File: config.mk
export PLATFORM = sky130hd
export DESIGN_NAME = tick_timer_with_oneshots_core
export DESIGN_NICKNAME = d
export VERILOG_FILES = /design/src/hdl/tts_pkg.sv /design/src/hdl/tts_div.sv /design/src/hdl/tts_ctrl.sv /design/src/hdl/tts_dp.sv /design/src/hdl/tick_timer_with_oneshots_core.sv
export SDC_FILE = /design/constraint.sdc
export NUM_CORES = 1
export LEC_CHECK = 0
export BUFFER_PORTS_ARGS = -buffer_cell sky130_fd_sc_hd__buf_2
export CORE_AREA = 5 5 261 263
export DETAILED_ROUTE_END_ITERATION = 6
export DIE_AREA = 0 0 266 268
export SYNTH_ARGS = -nofsm -noshare
export SYNTH_HDL_FRONTEND = slang
export SYNTH_SLANG_ARGS = --single-unit
export TNS_END_PERCENT = 10
File: constraint.sdc
create_clock -name i_clk -period 25.4 [get_ports i_clk]
set_input_delay 5.08 -clock i_clk [delete_from_list [all_inputs] [get_ports i_clk]]
set_output_delay 5.08 -clock i_clk [all_outputs]
set_load 0.005 [all_outputs]
File: src/hdl/tts_pkg.sv
package tts_pkg;

    // field widths
    localparam int KIND_W      = 3;
    localparam int DUR_W       = 16;
    localparam int OUT_W       = 16;
    localparam int SEL_W       = 4;
    localparam int CFG_IDX_W   = 3;
    localparam int CFG_DATA_W  = 16;
    localparam int OUT_TDATA_W = 88;

    // request kinds carried on tuser
    localparam logic [KIND_W-1:0] KIND_TICK    = 3'd0;
    localparam logic [KIND_W-1:0] KIND_ARM_A   = 3'd1;
    localparam logic [KIND_W-1:0] KIND_ARM_B   = 3'd2;
    localparam logic [KIND_W-1:0] KIND_KILL_B  = 3'd3;
    localparam logic [KIND_W-1:0] KIND_MARK    = 3'd4;
    localparam logic [KIND_W-1:0] KIND_ELAPSED = 3'd5;
    localparam logic [KIND_W-1:0] KIND_DELTA   = 3'd6;

    // configuration register indexes
    localparam logic [CFG_IDX_W-1:0] CFG_SUB_DIVIDE = 3'd0;
    localparam logic [CFG_IDX_W-1:0] CFG_TICK_WRAP  = 3'd1;
    localparam logic [CFG_IDX_W-1:0] CFG_SEC_WRAP   = 3'd2;
    localparam logic [CFG_IDX_W-1:0] CFG_HMS_WRAP   = 3'd3;
    localparam logic [CFG_IDX_W-1:0] CFG_TICK_MS    = 3'd4;

    // configuration reset values
    localparam logic [7:0]  RST_SUB_DIVIDE = 8'd5;
    localparam logic [15:0] RST_TICK_WRAP  = 16'd60000;
    localparam logic [15:0] RST_SEC_WRAP   = 16'd3600;
    localparam logic [15:0] RST_HMS_WRAP   = 16'd36000;
    localparam logic [6:0]  RST_TICK_MS    = 7'd10;

    // time base constants
    localparam int MS_PER_SEC   = 1000;
    localparam int MS_PER_100MS = 100;
    localparam int SEC_PHASE    = 1;
    localparam int HMS_PHASE    = 2;

    // divider operand / writeback select
    localparam logic [SEL_W-1:0] SEL_NONE   = 4'd0;
    localparam logic [SEL_W-1:0] SEL_PHASE  = 4'd1;
    localparam logic [SEL_W-1:0] SEL_TICK   = 4'd2;
    localparam logic [SEL_W-1:0] SEL_SPER   = 4'd3;
    localparam logic [SEL_W-1:0] SEL_HPER   = 4'd4;
    localparam logic [SEL_W-1:0] SEL_SECCHK = 4'd5;
    localparam logic [SEL_W-1:0] SEL_HMSCHK = 4'd6;
    localparam logic [SEL_W-1:0] SEL_SECINC = 4'd7;
    localparam logic [SEL_W-1:0] SEL_HMSINC = 4'd8;
    localparam logic [SEL_W-1:0] SEL_ARM    = 4'd9;
    localparam logic [SEL_W-1:0] SEL_CUR    = 4'd10;
    localparam logic [SEL_W-1:0] SEL_OLD    = 4'd11;

    // controller to datapath
    typedef struct packed {
        logic             load_in;
        logic             apply;
        logic             div_start;
        logic [SEL_W-1:0] div_sel;
        logic             load_out;
    } t_ctrl_cmd;

    // datapath to controller
    typedef struct packed {
        logic              div_done;
        logic              div_busy;
        logic [KIND_W-1:0] kind;
        logic              phase_zero;
        logic              out_free;
    } t_ctrl_sts;

endpackage

File: src/hdl/tts_div.sv
module tts_div #(
    parameter int DW = 17
) (
    input  logic          i_clk,
    input  logic          i_rst_n,
    input  logic          i_start,
    input  logic [DW-1:0] i_dividend,
    input  logic [DW-1:0] i_divisor,
    output logic          o_busy,
    output logic          o_done,
    output logic [DW-1:0] o_quot,
    output logic [DW-1:0] o_rem
);

    localparam int CW = $clog2(DW + 1);

    logic          r_busy;
    logic          r_done;
    logic [CW-1:0] r_cnt;
    logic [DW-1:0] r_rem;
    logic [DW-1:0] r_quo;
    logic [DW-1:0] r_dvs;

    logic [DW:0]   rem_sh;
    logic [DW:0]   rem_sub;
    logic          ge;

    // one restoring step per cycle
    assign rem_sh  = {r_rem, r_quo[DW-1]};
    assign ge      = rem_sh >= {1'b0, r_dvs};
    assign rem_sub = rem_sh - {1'b0, r_dvs};

    // control
    always_ff @(posedge i_clk) begin
        if (!i_rst_n) begin
            r_busy <= 1'b0;
            r_done <= 1'b0;
            r_cnt  <= '0;
        end else begin
            r_done <= 1'b0;
            if (i_start) begin
                if (i_dividend < i_divisor) begin
                    // short cut: quotient zero
                    r_done <= 1'b1;
                end else begin
                    r_busy <= 1'b1;
                    r_cnt  <= CW'(DW);
                end
            end else if (r_busy) begin
                r_cnt <= r_cnt - CW'(1);
                if (r_cnt == CW'(1)) begin
                    r_busy <= 1'b0;
                    r_done <= 1'b1;
                end
            end
        end
    end

    // datapath
    always_ff @(posedge i_clk) begin
        if (i_start) begin
            r_dvs <= i_divisor;
            if (i_dividend < i_divisor) begin
                r_rem <= i_dividend;
                r_quo <= '0;
            end else begin
                r_rem <= '0;
                r_quo <= i_dividend;
            end
        end else if (r_busy) begin
            r_rem <= ge ? rem_sub[DW-1:0] : rem_sh[DW-1:0];
            r_quo <= {r_quo[DW-2:0], ge};
        end
    end

    assign o_busy = r_busy;
    assign o_done = r_done;
    assign o_quot = r_quo;
    assign o_rem  = r_rem;

endmodule

File: src/hdl/tts_ctrl.sv
module tts_ctrl (
    input  logic                  i_clk,
    input  logic                  i_rst_n,
    input  logic                  i_in_valid,
    output logic                  o_in_ready,
    input  tts_pkg::t_ctrl_sts    i_sts,
    output tts_pkg::t_ctrl_cmd    o_cmd
);

    localparam logic [3:0] ST_IDLE   = 4'd0;
    localparam logic [3:0] ST_DISP   = 4'd1;
    localparam logic [3:0] ST_PHASE  = 4'd2;
    localparam logic [3:0] ST_PCHK   = 4'd3;
    localparam logic [3:0] ST_TICK   = 4'd4;
    localparam logic [3:0] ST_SPER   = 4'd5;
    localparam logic [3:0] ST_HPER   = 4'd6;
    localparam logic [3:0] ST_SECCHK = 4'd7;
    localparam logic [3:0] ST_HMSCHK = 4'd8;
    localparam logic [3:0] ST_SECINC = 4'd9;
    localparam logic [3:0] ST_HMSINC = 4'd10;
    localparam logic [3:0] ST_ARM    = 4'd11;
    localparam logic [3:0] ST_CUR    = 4'd12;
    localparam logic [3:0] ST_OLD    = 4'd13;
    localparam logic [3:0] ST_FIN    = 4'd14;

    logic [3:0] r_state;
    logic [3:0] n_state;
    logic       r_issued;
    logic       n_issued;
    logic [3:0] div_next;

    always_comb begin
        n_state       = r_state;
        n_issued      = r_issued;
        div_next      = ST_FIN;
        o_cmd         = '0;
        o_cmd.div_sel = tts_pkg::SEL_NONE;

        case (r_state)
            ST_IDLE: begin
                if (i_in_valid) begin
                    o_cmd.load_in = 1'b1;
                    n_state       = ST_DISP;
                end
            end
            ST_DISP: begin
                case (i_sts.kind) inside
                    tts_pkg::KIND_TICK:                         n_state = ST_PHASE;
                    tts_pkg::KIND_ARM_A, tts_pkg::KIND_ARM_B:   n_state = ST_ARM;
                    tts_pkg::KIND_KILL_B, tts_pkg::KIND_MARK: begin
                        o_cmd.apply = 1'b1;
                        n_state     = ST_FIN;
                    end
                    tts_pkg::KIND_ELAPSED, tts_pkg::KIND_DELTA: n_state = ST_CUR;
                    default:                                    n_state = ST_FIN;
                endcase
            end
            ST_PHASE: begin
                o_cmd.div_sel = tts_pkg::SEL_PHASE;
                div_next      = ST_PCHK;
            end
            ST_PCHK: begin
                n_state = i_sts.phase_zero ? ST_TICK : ST_FIN;
            end
            ST_TICK: begin
                o_cmd.div_sel = tts_pkg::SEL_TICK;
                div_next      = ST_SPER;
            end
            ST_SPER: begin
                o_cmd.div_sel = tts_pkg::SEL_SPER;
                div_next      = ST_HPER;
            end
            ST_HPER: begin
                o_cmd.div_sel = tts_pkg::SEL_HPER;
                div_next      = ST_SECCHK;
            end
            ST_SECCHK: begin
                o_cmd.div_sel = tts_pkg::SEL_SECCHK;
                div_next      = ST_HMSCHK;
            end
            ST_HMSCHK: begin
                o_cmd.div_sel = tts_pkg::SEL_HMSCHK;
                div_next      = ST_SECINC;
            end
            ST_SECINC: begin
                o_cmd.div_sel = tts_pkg::SEL_SECINC;
                div_next      = ST_HMSINC;
            end
            ST_HMSINC: begin
                o_cmd.div_sel = tts_pkg::SEL_HMSINC;
                div_next      = ST_FIN;
            end
            ST_ARM: begin
                o_cmd.div_sel = tts_pkg::SEL_ARM;
                div_next      = ST_FIN;
            end
            ST_CUR: begin
                o_cmd.div_sel = tts_pkg::SEL_CUR;
                div_next      = ST_OLD;
            end
            ST_OLD: begin
                o_cmd.div_sel = tts_pkg::SEL_OLD;
                div_next      = ST_FIN;
            end
            ST_FIN: begin
                if (i_sts.out_free) begin
                    o_cmd.load_out = 1'b1;
                    n_state        = ST_IDLE;
                end
            end
            default: begin
                n_state = ST_IDLE;
            end
        endcase

        // shared divider handshake for every divide step
        if (o_cmd.div_sel != tts_pkg::SEL_NONE) begin
            if (!r_issued) begin
                o_cmd.div_start = 1'b1;
                n_issued        = 1'b1;
            end else if (i_sts.div_done) begin
                n_issued = 1'b0;
                n_state  = div_next;
            end
        end
    end

    always_ff @(posedge i_clk) begin
        if (!i_rst_n) begin
            r_state  <= ST_IDLE;
            r_issued <= 1'b0;
        end else begin
            r_state  <= n_state;
            r_issued <= n_issued;
        end
    end

    assign o_in_ready = (r_state == ST_IDLE);

endmodule

File: src/hdl/tts_dp.sv
module tts_dp #(
    parameter int COUNT_WIDTH = 16
) (
    input  logic                                i_clk,
    input  logic                                i_rst_n,
    input  logic                                i_cfg_we,
    input  logic [tts_pkg::CFG_IDX_W-1:0]       i_cfg_idx,
    input  logic [tts_pkg::CFG_DATA_W-1:0]      i_cfg_data,
    input  logic [tts_pkg::DUR_W-1:0]           i_in_dur,
    input  logic [tts_pkg::KIND_W-1:0]          i_in_kind,
    output logic                                o_out_valid,
    input  logic                                i_out_ready,
    output logic [tts_pkg::OUT_TDATA_W-1:0]     o_out_data,
    input  tts_pkg::t_ctrl_cmd                  i_cmd,
    output tts_pkg::t_ctrl_sts                  o_sts
);

    localparam int DW = (COUNT_WIDTH + 1 > 17) ? COUNT_WIDTH + 1 : 17;
    localparam int OW = tts_pkg::OUT_W;

    // configuration registers
    logic [7:0]  r_sub_divide;
    logic [15:0] r_tick_wrap;
    logic [15:0] r_sec_wrap;
    logic [15:0] r_hms_wrap;
    logic [6:0]  r_tick_ms;

    // timer state
    logic [7:0]             r_phase;
    logic [COUNT_WIDTH-1:0] r_tick;
    logic [COUNT_WIDTH-1:0] r_sec;
    logic [COUNT_WIDTH-1:0] r_hms;
    logic [15:0]            r_a_left;
    logic [15:0]            r_b_left;
    logic [COUNT_WIDTH-1:0] r_mark;
    logic [COUNT_WIDTH-1:0] r_last;

    // per-request work registers
    logic [tts_pkg::KIND_W-1:0] r_kind;
    logic [tts_pkg::DUR_W-1:0]  r_dur;
    logic                       r_a_fired;
    logic                       r_b_fired;
    logic [9:0]                 r_sper;
    logic [6:0]                 r_hper;
    logic                       r_sec_hit;
    logic                       r_hms_hit;
    logic [COUNT_WIDTH-1:0]     r_cur;
    logic [COUNT_WIDTH-1:0]     r_old;

    // result register
    logic                          r_out_valid;
    logic [tts_pkg::OUT_TDATA_W-1:0] r_out_data;

    logic [6:0]    tms_eff;
    logic [7:0]    div_eff;
    logic [DW-1:0] w_mod;
    logic [DW-1:0] sec_mod;
    logic [DW-1:0] hms_mod;
    logic [DW-1:0] div_a;
    logic [DW-1:0] div_b;
    logic          div_done;
    logic          div_busy;
    logic [DW-1:0] div_quot;
    logic [DW-1:0] div_rem;
    logic          out_free;

    function automatic logic [DW-1:0] eff_mod(input logic [15:0] wrap_val);
        logic [DW-1:0] m;
        logic [DW-1:0] cap;
        begin
            m       = (wrap_val == 16'd0) ? (DW'(1) << 16) : DW'(wrap_val);
            cap     = DW'(1) << COUNT_WIDTH;
            eff_mod = (m > cap) ? cap : m;
        end
    endfunction

    // zero means one for the divisors
    assign tms_eff = (r_tick_ms == 7'd0) ? 7'd1 : r_tick_ms;
    assign div_eff = (r_sub_divide == 8'd0) ? 8'd1 : r_sub_divide;
    assign w_mod   = eff_mod(r_tick_wrap);
    assign sec_mod = eff_mod(r_sec_wrap);
    assign hms_mod = eff_mod(r_hms_wrap);

    // divider operand select
    always_comb begin
        div_a = '0;
        div_b = DW'(1);
        case (i_cmd.div_sel)
            tts_pkg::SEL_PHASE: begin
                div_a = DW'(r_phase) + DW'(1);
                div_b = DW'(div_eff);
            end
            tts_pkg::SEL_TICK: begin
                div_a = DW'(r_tick) + DW'(1);
                div_b = w_mod;
            end
            tts_pkg::SEL_SPER: begin
                div_a = DW'(tts_pkg::MS_PER_SEC);
                div_b = DW'(tms_eff);
            end
            tts_pkg::SEL_HPER: begin
                div_a = DW'(tts_pkg::MS_PER_100MS);
                div_b = DW'(tms_eff);
            end
            tts_pkg::SEL_SECCHK: begin
                div_a = DW'(r_tick);
                div_b = DW'(r_sper);
            end
            tts_pkg::SEL_HMSCHK: begin
                div_a = DW'(r_tick);
                div_b = DW'(r_hper);
            end
            tts_pkg::SEL_SECINC: begin
                div_a = DW'(r_sec) + DW'(1);
                div_b = sec_mod;
            end
            tts_pkg::SEL_HMSINC: begin
                div_a = DW'(r_hms) + DW'(1);
                div_b = hms_mod;
            end
            tts_pkg::SEL_ARM: begin
                div_a = DW'(r_dur);
                div_b = DW'(tms_eff);
            end
            tts_pkg::SEL_CUR: begin
                div_a = DW'(r_tick);
                div_b = w_mod;
            end
            tts_pkg::SEL_OLD: begin
                div_a = (r_kind == tts_pkg::KIND_DELTA) ? DW'(r_last) : DW'(r_mark);
                div_b = w_mod;
            end
            default: begin
                div_a = '0;
                div_b = DW'(1);
            end
        endcase
    end

    tts_div #(
        .DW(DW)
    ) u_div (
        .i_clk      (i_clk),
        .i_rst_n    (i_rst_n),
        .i_start    (i_cmd.div_start),
        .i_dividend (div_a),
        .i_divisor  (div_b),
        .o_busy     (div_busy),
        .o_done     (div_done),
        .o_quot     (div_quot),
        .o_rem      (div_rem)
    );

    // configuration writes
    always_ff @(posedge i_clk) begin
        if (!i_rst_n) begin
            r_sub_divide <= tts_pkg::RST_SUB_DIVIDE;
            r_tick_wrap  <= tts_pkg::RST_TICK_WRAP;
            r_sec_wrap   <= tts_pkg::RST_SEC_WRAP;
            r_hms_wrap   <= tts_pkg::RST_HMS_WRAP;
            r_tick_ms    <= tts_pkg::RST_TICK_MS;
        end else if (i_cfg_we) begin
            case (i_cfg_idx)
                tts_pkg::CFG_SUB_DIVIDE: r_sub_divide <= i_cfg_data[7:0];
                tts_pkg::CFG_TICK_WRAP:  r_tick_wrap  <= i_cfg_data;
                tts_pkg::CFG_SEC_WRAP:   r_sec_wrap   <= i_cfg_data;
                tts_pkg::CFG_HMS_WRAP:   r_hms_wrap   <= i_cfg_data;
                tts_pkg::CFG_TICK_MS:    r_tick_ms    <= i_cfg_data[6:0];
                default: ;
            endcase
        end
    end

    // timer state updates
    always_ff @(posedge i_clk) begin
        if (!i_rst_n) begin
            r_phase  <= '0;
            r_tick   <= '0;
            r_sec    <= '0;
            r_hms    <= '0;
            r_a_left <= '0;
            r_b_left <= '0;
            r_mark   <= '0;
            r_last   <= '0;
        end else begin
            if (i_cmd.apply) begin
                if (r_kind == tts_pkg::KIND_KILL_B) begin
                    r_b_left <= '0;
                end
                if (r_kind == tts_pkg::KIND_MARK) begin
                    r_mark <= r_tick;
                end
            end
            if (div_done) begin
                case (i_cmd.div_sel)
                    tts_pkg::SEL_PHASE: r_phase <= div_rem[7:0];
                    tts_pkg::SEL_TICK: begin
                        r_tick <= div_rem[COUNT_WIDTH-1:0];
                        if (r_a_left != 16'd0) begin
                            r_a_left <= r_a_left - 16'd1;
                        end
                        if (r_b_left != 16'd0) begin
                            r_b_left <= r_b_left - 16'd1;
                        end
                    end
                    tts_pkg::SEL_SECINC: begin
                        if (r_sec_hit) begin
                            r_sec <= div_rem[COUNT_WIDTH-1:0];
                        end
                    end
                    tts_pkg::SEL_HMSINC: begin
                        if (r_hms_hit) begin
                            r_hms <= div_rem[COUNT_WIDTH-1:0];
                        end
                    end
                    tts_pkg::SEL_ARM: begin
                        if (r_kind == tts_pkg::KIND_ARM_A) begin
                            r_a_left <= div_quot[15:0];
                        end else begin
                            r_b_left <= div_quot[15:0];
                        end
                    end
                    default: ;
                endcase
            end
            if (i_cmd.load_out && r_kind == tts_pkg::KIND_DELTA) begin
                r_last <= r_tick;
            end
        end
    end

    // per-request work registers
    always_ff @(posedge i_clk) begin
        if (i_cmd.load_in) begin
            r_kind    <= i_in_kind;
            r_dur     <= i_in_dur;
            r_a_fired <= 1'b0;
            r_b_fired <= 1'b0;
        end
        if (div_done) begin
            case (i_cmd.div_sel)
                tts_pkg::SEL_TICK: begin
                    r_a_fired <= (r_a_left == 16'd1);
                    r_b_fired <= (r_b_left == 16'd1);
                end
                tts_pkg::SEL_SPER:   r_sper <= (div_quot == '0) ? 10'd1 : div_quot[9:0];
                tts_pkg::SEL_HPER:   r_hper <= (div_quot == '0) ? 7'd1 : div_quot[6:0];
                tts_pkg::SEL_SECCHK: r_sec_hit <= (div_rem == DW'(tts_pkg::SEC_PHASE));
                tts_pkg::SEL_HMSCHK: r_hms_hit <= (div_rem == DW'(tts_pkg::HMS_PHASE));
                tts_pkg::SEL_CUR:    r_cur <= div_rem[COUNT_WIDTH-1:0];
                tts_pkg::SEL_OLD:    r_old <= div_rem[COUNT_WIDTH-1:0];
                default: ;
            endcase
        end
    end

    // elapsed ms and signed tick delta from the reduced counts
    logic [DW-1:0]   cur_w;
    logic [DW-1:0]   old_w;
    logic [DW-1:0]   el_d;
    logic [22:0]     el_prod;
    logic signed [DW+1:0] w_s;
    logic signed [DW+1:0] h_s;
    logic signed [DW+1:0] dl_t;
    logic signed [DW+1:0] dl_d;
    logic signed [DW+1:0] dl_r;
    logic [OW-1:0]   elapsed;
    logic [OW-1:0]   delta;
    logic [31:0]     tick_ext;
    logic [31:0]     sec_ext;
    logic [31:0]     hms_ext;

    assign cur_w   = DW'(r_cur);
    assign old_w   = DW'(r_old);
    assign el_d    = (cur_w >= old_w) ? (cur_w - old_w) : (cur_w + w_mod - old_w);
    assign el_prod = el_d[15:0] * tms_eff;

    assign w_s  = signed'({2'b00, w_mod});
    assign h_s  = signed'({3'b000, w_mod[DW-1:1]});
    assign dl_t = signed'({2'b00, cur_w}) + h_s - signed'({2'b00, old_w});
    always_comb begin
        if (dl_t < 0) begin
            dl_d = dl_t + w_s;
        end else if (dl_t >= w_s) begin
            dl_d = dl_t - w_s;
        end else begin
            dl_d = dl_t;
        end
    end
    assign dl_r = dl_d - h_s;

    assign elapsed  = (r_kind == tts_pkg::KIND_ELAPSED) ? el_prod[15:0] : '0;
    assign delta    = (r_kind == tts_pkg::KIND_DELTA) ? dl_r[15:0] : '0;
    assign tick_ext = 32'(r_tick);
    assign sec_ext  = 32'(r_sec);
    assign hms_ext  = 32'(r_hms);

    // result register, free when empty or being taken
    assign out_free = !r_out_valid || i_out_ready;

    always_ff @(posedge i_clk) begin
        if (!i_rst_n) begin
            r_out_valid <= 1'b0;
        end else if (i_cmd.load_out) begin
            r_out_valid <= 1'b1;
        end else if (i_out_ready) begin
            r_out_valid <= 1'b0;
        end
    end

    always_ff @(posedge i_clk) begin
        if (i_cmd.load_out) begin
            r_out_data <= {5'b00000, delta, elapsed, r_b_fired, r_a_fired,
                           (r_b_left != 16'd0), sec_ext[15:0], hms_ext[15:0],
                           tick_ext[15:0]};
        end
    end

    assign o_out_valid = r_out_valid;
    assign o_out_data  = r_out_data;

    assign o_sts.div_done   = div_done;
    assign o_sts.div_busy   = div_busy;
    assign o_sts.kind       = r_kind;
    assign o_sts.phase_zero = (r_phase == 8'd0);
    assign o_sts.out_free   = out_free;

endmodule

File: src/hdl/tick_timer_with_oneshots_core.sv
// System tick timer with two one-shot timers.
// Requests enter on the s_axis channel: tuser carries the kind (hardware tick,
// arm A, arm B, kill B, mark, elapsed query, delta query), tdata the duration
// in ms for arm requests. Every request yields exactly one result on m_axis
// carrying the tick, 100 ms and seconds counts, timer B alive, the two fired
// flags, elapsed ms and the signed tick delta.
// Registers are to be written through the cfg port only while no request is
// in flight; the block itself does not enforce this. Each request is handled
// alone by a sequencer driving one shared restoring divider of width
// DW = max(COUNT_WIDTH+1, 17), which finishes early when the dividend is
// already below the divisor. A hardware tick runs the phase divide, and only
// when the phase wraps to zero does it go on as a divided tick, which runs 8
// divides in all; arm requests run one divide, queries two, and kill and mark
// none. A finished result sits in an output register; a stalled receiver
// holds the sequencer in its final step, while the next request is accepted
// as soon as the result is parked. Reset clears all counts and timers and
// loads the register defaults.
module tick_timer_with_oneshots_core #(
    parameter int COUNT_WIDTH = 16
) (
    input  logic                                i_clk,
    input  logic                                i_rst_n,
    // configuration write port
    input  logic                                i_cfg_we,
    input  logic [tts_pkg::CFG_IDX_W-1:0]       i_cfg_idx,
    input  logic [tts_pkg::CFG_DATA_W-1:0]      i_cfg_data,
    // request channel
    input  logic                                i_s_axis_tvalid,
    output logic                                o_s_axis_tready,
    input  logic [tts_pkg::DUR_W-1:0]           i_s_axis_tdata,  // duration_ms
    input  logic [tts_pkg::KIND_W-1:0]          i_s_axis_tuser,  // kind
    // result channel
    output logic                                o_m_axis_tvalid,
    input  logic                                i_m_axis_tready,
    // tick_count, hundred_ms_count, second_count, timer_b_alive,
    // timer_a_fired, timer_b_fired, elapsed_ms, delta_ticks, zero pad
    output logic [tts_pkg::OUT_TDATA_W-1:0]     o_m_axis_tdata
);

    tts_pkg::t_ctrl_cmd cmd;
    tts_pkg::t_ctrl_sts sts;

    tts_ctrl u_ctrl (
        .i_clk      (i_clk),
        .i_rst_n    (i_rst_n),
        .i_in_valid (i_s_axis_tvalid),
        .o_in_ready (o_s_axis_tready),
        .i_sts      (sts),
        .o_cmd      (cmd)
    );

    tts_dp #(
        .COUNT_WIDTH(COUNT_WIDTH)
    ) u_dp (
        .i_clk       (i_clk),
        .i_rst_n     (i_rst_n),
        .i_cfg_we    (i_cfg_we),
        .i_cfg_idx   (i_cfg_idx),
        .i_cfg_data  (i_cfg_data),
        .i_in_dur    (i_s_axis_tdata),
        .i_in_kind   (i_s_axis_tuser),
        .o_out_valid (o_m_axis_tvalid),
        .i_out_ready (i_m_axis_tready),
        .o_out_data  (o_m_axis_tdata),
        .i_cmd       (cmd),
        .o_sts       (sts)
    );

    // an accepted request takes the sequencer out of idle
    a_leave_idle: assert property (@(posedge i_clk) disable iff (!i_rst_n)
        (i_s_axis_tvalid && o_s_axis_tready) |=> !o_s_axis_tready)
        else $error("request accepted but sequencer stayed idle");

    // divider is never restarted while iterating
    a_div_start: assert property (@(posedge i_clk) disable iff (!i_rst_n)
        cmd.div_start |-> !sts.div_busy)
        else $error("divider started while busy");

    // a divide result only lands in a divide step
    a_div_done: assert property (@(posedge i_clk) disable iff (!i_rst_n)
        sts.div_done |-> (cmd.div_sel != tts_pkg::SEL_NONE))
        else $error("divide result outside a divide step");

    // a parked result is never overwritten
    a_no_overwrite: assert property (@(posedge i_clk) disable iff (!i_rst_n)
        cmd.load_out |-> (!o_m_axis_tvalid || i_m_axis_tready))
        else $error("result register overwritten");

endmodule
# Word level (Yosys, flattened, before mapping)
# Index checks and enable logic that the tools add are counted.
[totals] reg_bits=402 output_inout_bits=90 inputBits=43
[op_classes] n_eq_ne=43 n_mux=74 multipliers=1 magnitude_cmp=8 n_addsub=16 n_reduce_logical=44
[ops] op="two-way mux 17 bit" n=13
[ops] op="two-way mux 16 bit" n=11
[ops] op="one-hot mux 17 bit (9 select lines)" n=1
[ops] op="one-hot mux 17 bit (7 select lines)" n=1
[ops] op="one-hot mux 16 bit (2 select lines)" n=2
[ops] op="subtractor 16 bit" n=4
[ops] op="adder 16 x 1 -> 17 bit (second input constant)" n=3
[ops] op="greater-than comparator 17 bit (second input constant)" n=3
[ops] op="logical NOT 16 bit" n=3
[ops] op="equality test 4 bit (second input constant)" n=11
[ops] op="one-hot mux 4 bit (11 select lines)" n=1
[ops] op="adder 16 bit" n=2
[ops] op="equality test 16 x 1 -> 1 bit (second input constant)" n=2
[ops] op="equality test 4 x 3 -> 1 bit (second input constant)" n=8
[ops] op="one-hot mux 4 bit (8 select lines)" n=1
[ops] op="nonzero test 16 bit" n=2
[ops] op="subtractor 16 x 1 -> 16 bit (second input constant)" n=2
[ops] op="AND reduction 2 bit" n=15
[ops] op="two-way mux 1 bit" n=28
[ops] op="two-way mux 4 bit" n=7
[ops] op="one-hot mux 4 bit (5 select lines)" n=1
[ops] op=">= comparator 18 x 17 -> 1 bit" n=1
[ops] op=">= comparator 18 bit" n=1
[ops] op="less-than comparator 18 x 1 -> 1 bit (second input constant)" n=1
[ops] op="other kinds (38)" n=62

# Longest topological paths before layout
[logic_depth] ltp_word=10 ltp_mapped=42 ltp_nobuf=42

# Modules after synthesis
# From an unflattened synthesis, not the netlist that was laid out.
[hier_totals] hier_cells=3040 hier_area_um2=27182.3
[modules_own_cells] mod="tts_dp" area_per_inst_um2=22779.3 n_inst=1 seq_area_each_um2=8318.0 cells_per_inst=2612
[modules_own_cells] mod="tts_div" area_per_inst_um2=3837.4 n_inst=1 seq_area_each_um2=1671.6 cells_per_inst=348
[modules_own_cells] mod="tts_ctrl" area_per_inst_um2=565.5 n_inst=1 seq_area_each_um2=100.1 cells_per_inst=80

# Worst setup path before layout
# No wires, ideal clock.
[synth_path] kind="input-to-reg" start="in i_m_axis_tready" end="reg u_dp.r_last[10]" cell_stages=6 setup_time_ns=0.132 slack_ns=12.880 t_arrival_ns=12.388 required_ns=25.268 path_cell_list="nor2b_1 nor3_1 nand2_1 clkbuf_1 nand2_1 a21oi_1"
[synth_lines] item="start: declaration" line="tick_timer_with_oneshots_core.sv:34" rtl="input logic i_m_axis_tready,"
[synth_lines] item="end signal: assignment" line="tts_dp.sv:227" rtl="r_last <= r_tick;"
[synth_lines] item="end: declaration" line="tts_dp.sv:36" rtl="logic [COUNT_WIDTH-1:0] r_last;"

# Worst setup path in the final report
[layout_path] start="reg u_dp.r_tick_wrap[2]" end="reg u_dp.r_out_data (netlist bit u_dp.o_out_data[81]), data pin"
[layout_via] elab_chain_len=10
[layout_rtl] item="start: declaration" line="tts_dp.sv:23" rtl="logic [15:0] r_tick_wrap;"
[layout_rtl] item="start signal: assignment" line="tts_dp.sv:158" rtl="r_tick_wrap <= tts_pkg::RST_TICK_WRAP;"
[layout_rtl] item="start signal: assignment" line="tts_dp.sv:165" rtl="tts_pkg::CFG_TICK_WRAP: r_tick_wrap <= i_cfg_data;"
[layout_rtl] item="logical NOT 16 bit" line="tts_dp.sv:71" rtl="m = (wrap_val == 16'd0) ? (DW'(1) << 16) : DW'(wrap_val);"
[layout_rtl] item="two-way mux 17 bit (*)" line="tts_dp.sv:71"
[layout_rtl] item="greater-than comparator 17 bit" line="tts_dp.sv:73" rtl="eff_mod = (m > cap) ? cap : m;"
[layout_rtl] item="two-way mux 17 bit (*)" line="tts_dp.sv:73"
[layout_rtl] item="adder 16 x 16 -> 17 bit" line="tts_dp.sv:280" rtl="assign dl_t = signed'({2'b00, cur_w}) + h_s - signed'({2'b00, old_w});"
[layout_rtl] item="subtractor 17 x 16 -> 18 bit" line="tts_dp.sv:280"
[layout_rtl] item="subtractor 16 bit / >= comparator 18 bit (equally long branches)" line="tts_dp.sv:285, tts_dp.sv:284"
[layout_rtl] item="two-way mux 16 bit" line="tts_dp.sv:284" rtl="end else if (dl_t >= w_s) begin"
[layout_rtl] item="two-way mux 16 bit" line="tts_dp.sv:282" rtl="if (dl_t < 0) begin"
[layout_rtl] item="subtractor 16 bit (*)" line="tts_dp.sv:290" rtl="assign dl_r = dl_d - h_s;"
[layout_rtl] item="end signal: assignment" line="tts_dp.sv:313" rtl="r_out_data <= {5'b00000, delta, elapsed, r_b_fired, r_a_fired,"
[layout_rtl] item="end: declaration" line="tts_dp.sv:52" rtl="logic [tts_pkg::OUT_TDATA_W-1:0] r_out_data;"
# Mark *: on every way between the ends. The rest lies on a longest branch, timed or not.
# A chain may end at the register's enable or synchronous reset.

==> impl_metrics.json <==
{
  "outcome": "finished, final reports clean",
  "setup_viol": 0,
  "p_leak_uw": 0.0114,
  "yosysTopAreaCell": "edfxtp_1",
  "max_slew_margin_pct": 17.4,
  "async_flop_share_pct": 0,
  "cap_violations": 0,
  "syn2layout_area_growth_pct": 11.5,
  "worstReg2RegStart": "u_dp.r_tick_wrap[2]",
  "fmax_mhz": 111,
  "ctsRootBufferMaster": "clkbuf_16",
  "holdPathEnd": "u_dp.o_out_data[49]",
  "setup_tns_ns": 0,
  "path_class": "flip-flop to flip-flop",
  "hold_path.class": "flip-flop to flip-flop",
  "vias_per_cell": 5.74,
  "fp.dieW_um": 266,
  "tightest_slew_ns": 1.23,
  "rrSetupSlack_ns": 16.39,
  "crit_path_max_fanout": 13,
  "die_y_um": 268,
  "finalHoldViolCount": 0,
  "synth-edff-count": 204,
  "drcViolationCount": 0,
  "final_cells": 3898,
  "final_cell_mix": "497 x nand2_1, 278 x a21oi_1, 204 x edfxtp_1",
  "grt_pass1_wl_um": 130000,
  "grt_use_total_pct": 23.2,
  "place_inst": 3809,
  "cts_sinks": 402,
  "rows": 94,
  "grt_max_degree": 88,
  "cts_tree": "built",
  "clock_latency_ns": 0.61,
  "drt_pre_antenna_iters": 7,
  "ys_types": 86,
  "design.core.area_um2": 65400,
  "r2r-end": "u_dp.o_out_data[81]",
  "io_buffers": 127,
  "synth_area_leaders": "edfxtp_1 24%, dfxtp_1 15%, ha_1 7.8%",
  "critPathCaptureType": "flip-flop",
  "synth-seq-cells": 402,
  "yosys_warnings": 0,
  "yosysTopAreaCellShare_pct": 23.6,
  "fin_util_pct": 44.3,
  "postCtsSetupBuffers": 0,
  "grt_pass1_vias": 21900,
  "top_level_ports": 133,
  "wire_per_inst_um": 22.0,
  "ctsHtreeMaxLevel": 2,
  "min_period_ns": 9.01,
  "hp-start": "u_dp.r_a_fired",
  "initial_utilization_pct": 39.8,
  "clock_skew_ns": 0.0469,
  "syn_area_um2": 26000,
  "nets": 3288,
  "cts.clk_slew.worst_paths_ns": 0.06,
  "ys_seq_area_share_pct": 38.8,
  "critPathRequiredTime_ns": 25.72,
  "syn_inst": 2943,
  "irDropWorstVdd_mv": 0.0584,
  "die_area_um2": 71300,
  "cts_made_buffers": 47,
  "grt_remaining_overflow": 0,
  "gp_congestion": 0.887,
  "drv_slew": 0,
  "yosys_most_used_dff": "edfxtp_1",
  "arrival_ns": 9.33,
  "cts_resized": 0,
  "cts_buffer_depth": 3,
  "vias": 22400,
  "dp_hpwl_um": 63500,
  "path_common_cell": "a21oi_1",
  "rsz0062_at_grt": "no",
  "reg2reg_depth": 38,
  "powerDensity_nw_per_um2": 88.3,
  "crit_slowest_cell": "dfxtp_1",
  "antenna_found_initial": 0,
  "wl_um": 85600,
  "fin_crit_sh_pct": 35.5,
  "max_stage_delay_ns": 0.66,
  "layout_commonest_cell": "nand2_1",
  "holdBufCountCts": 0,
  "min_path_cells": 0,
  "postSynthAreaPerCell_um2": 8.83,
  "drtAntennaViolNets": 0,
  "drt_iter0_markers": 2179,
  "cp-start-kind": "flip-flop",
  "layout-drive-gt1-share_pct": 9.46
}
## how the worst max path moves through the flow
stage               depth (start not counted)                   to  slack, ns                 from
floorplan                                   6      u_dp.r_last[10]      12.88      i_m_axis_tready
global placement                           38  u_dp.o_out_data[81]      16.76  u_dp.r_tick_wrap[2]
detailed placement                         38  u_dp.o_out_data[81]      16.56  u_dp.r_tick_wrap[2]
CTS                                        38  u_dp.o_out_data[81]      16.51  u_dp.r_tick_wrap[2]
global route                               38  u_dp.o_out_data[81]      15.65  u_dp.r_tick_wrap[2]
finish                                     38  u_dp.o_out_data[81]      16.39  u_dp.r_tick_wrap[2]
## cell families (layout without fill, tap and decap cells)
logic type	after synthesis	count (layout)	share of synthesized area, %
XOR/XNOR	106	106	3.62
AND/OR/NAND/NOR	1057	1057	18.5
other	1	6	0.0144
adder cells (fa/ha/maj)	250	250	14.6
AO/OA/AOI/OAI	752	752	18.3
flip-flops	402	402	38.8
buffers and inverters	350	436	5.19
multiplexers	25	25	0.972
## cells in the mapped netlist (all sizes together), types with 16 or more instances
cell type  instances
nand2            498
ha               162
a31oi             21
a22oi             55
nor2b             33
nor3              43
nor4              32
nand3             77
or2               18
clkbuf           141
o21ai            128
inv              186
a21oi            278
a221o             16
nand2b            27
o22ai             25
dfxtp            198
o21bai            28
a21o              33
fa                88
a211oi            17
mux2i             23
nand4             18
and2              62
or3               16
buf               22
nor2             191
and3              19
a22o              22
xnor2             68
edfxtp           204
o211ai            28
xor2              37
## sequential cells by signal (all words and copies together) (netlist names), 17 cells and up
name,flops
u_dp.u_div.o_rem,17
u_dp.o_out_data,83
u_dp.u_div.r_dvs,17
u_dp.u_div.o_quot,17
## worst max-delay path: cells and delay by family, from the launching register on
family / cells / cell delay, ns
AOI/OAI and AO/OA: 20 / 4.21
xor gates and xnor gates: 2 / 0.42
adders and majority gates: 4 / 1.69
DFF: 1 / 0.66
and+or+nand+nor: 12 / 1.74
## layer usage
| metal | GRT usage (%) | part of all wire, % | up-vias |
|---|---|---|---|
| met4 | 7.03 | 3.1 | 0 |
| met3 | 4.09 | 7.2 | 186 |
| li1 | - | - | 10500 |
| met2 | 39.1 | 48 | 890 |
| met1 | 30.8 | 42 | 10900 |
| met5 | 0 | 0 | - |
## area by class of cell
cell class | count | area, µm²
Antenna cell | 1 | 2.50
Clock buffer | 58 | 1320
Clock inverter | 29 | 283
Fill cell | 6374 | 36400
Inverter | 187 | 704
Multi-Input combinational cell | 2195 | 14600
Sequential cell | 402 | 10100
Tap cell | 864 | 1080
Timing Repair Buffer | 162 | 902
## through the flow
step           cell area (µm²)  hold slack (ns)  power, µW  setup slack, ns
2_1_floorplan            26000            0.408       1560            12.88
3_3_place_gp             27400            0.419       1840            16.76
3_5_place_dp             27400            0.418       1850            16.56
4_1_cts                  29000            0.433       2550            16.51
5_1_grt                  29000            0.442       2690            15.65
6_report                 29000            0.429       2560            16.39
## report_power, final
part	total, µW	switching (µW)	internal [µW]
registers	945	120	825
logic	915	600	316
clock network	700	295	405
total	2560	1010	1540
No activity file was read; power rests on OpenSTA's default activity.
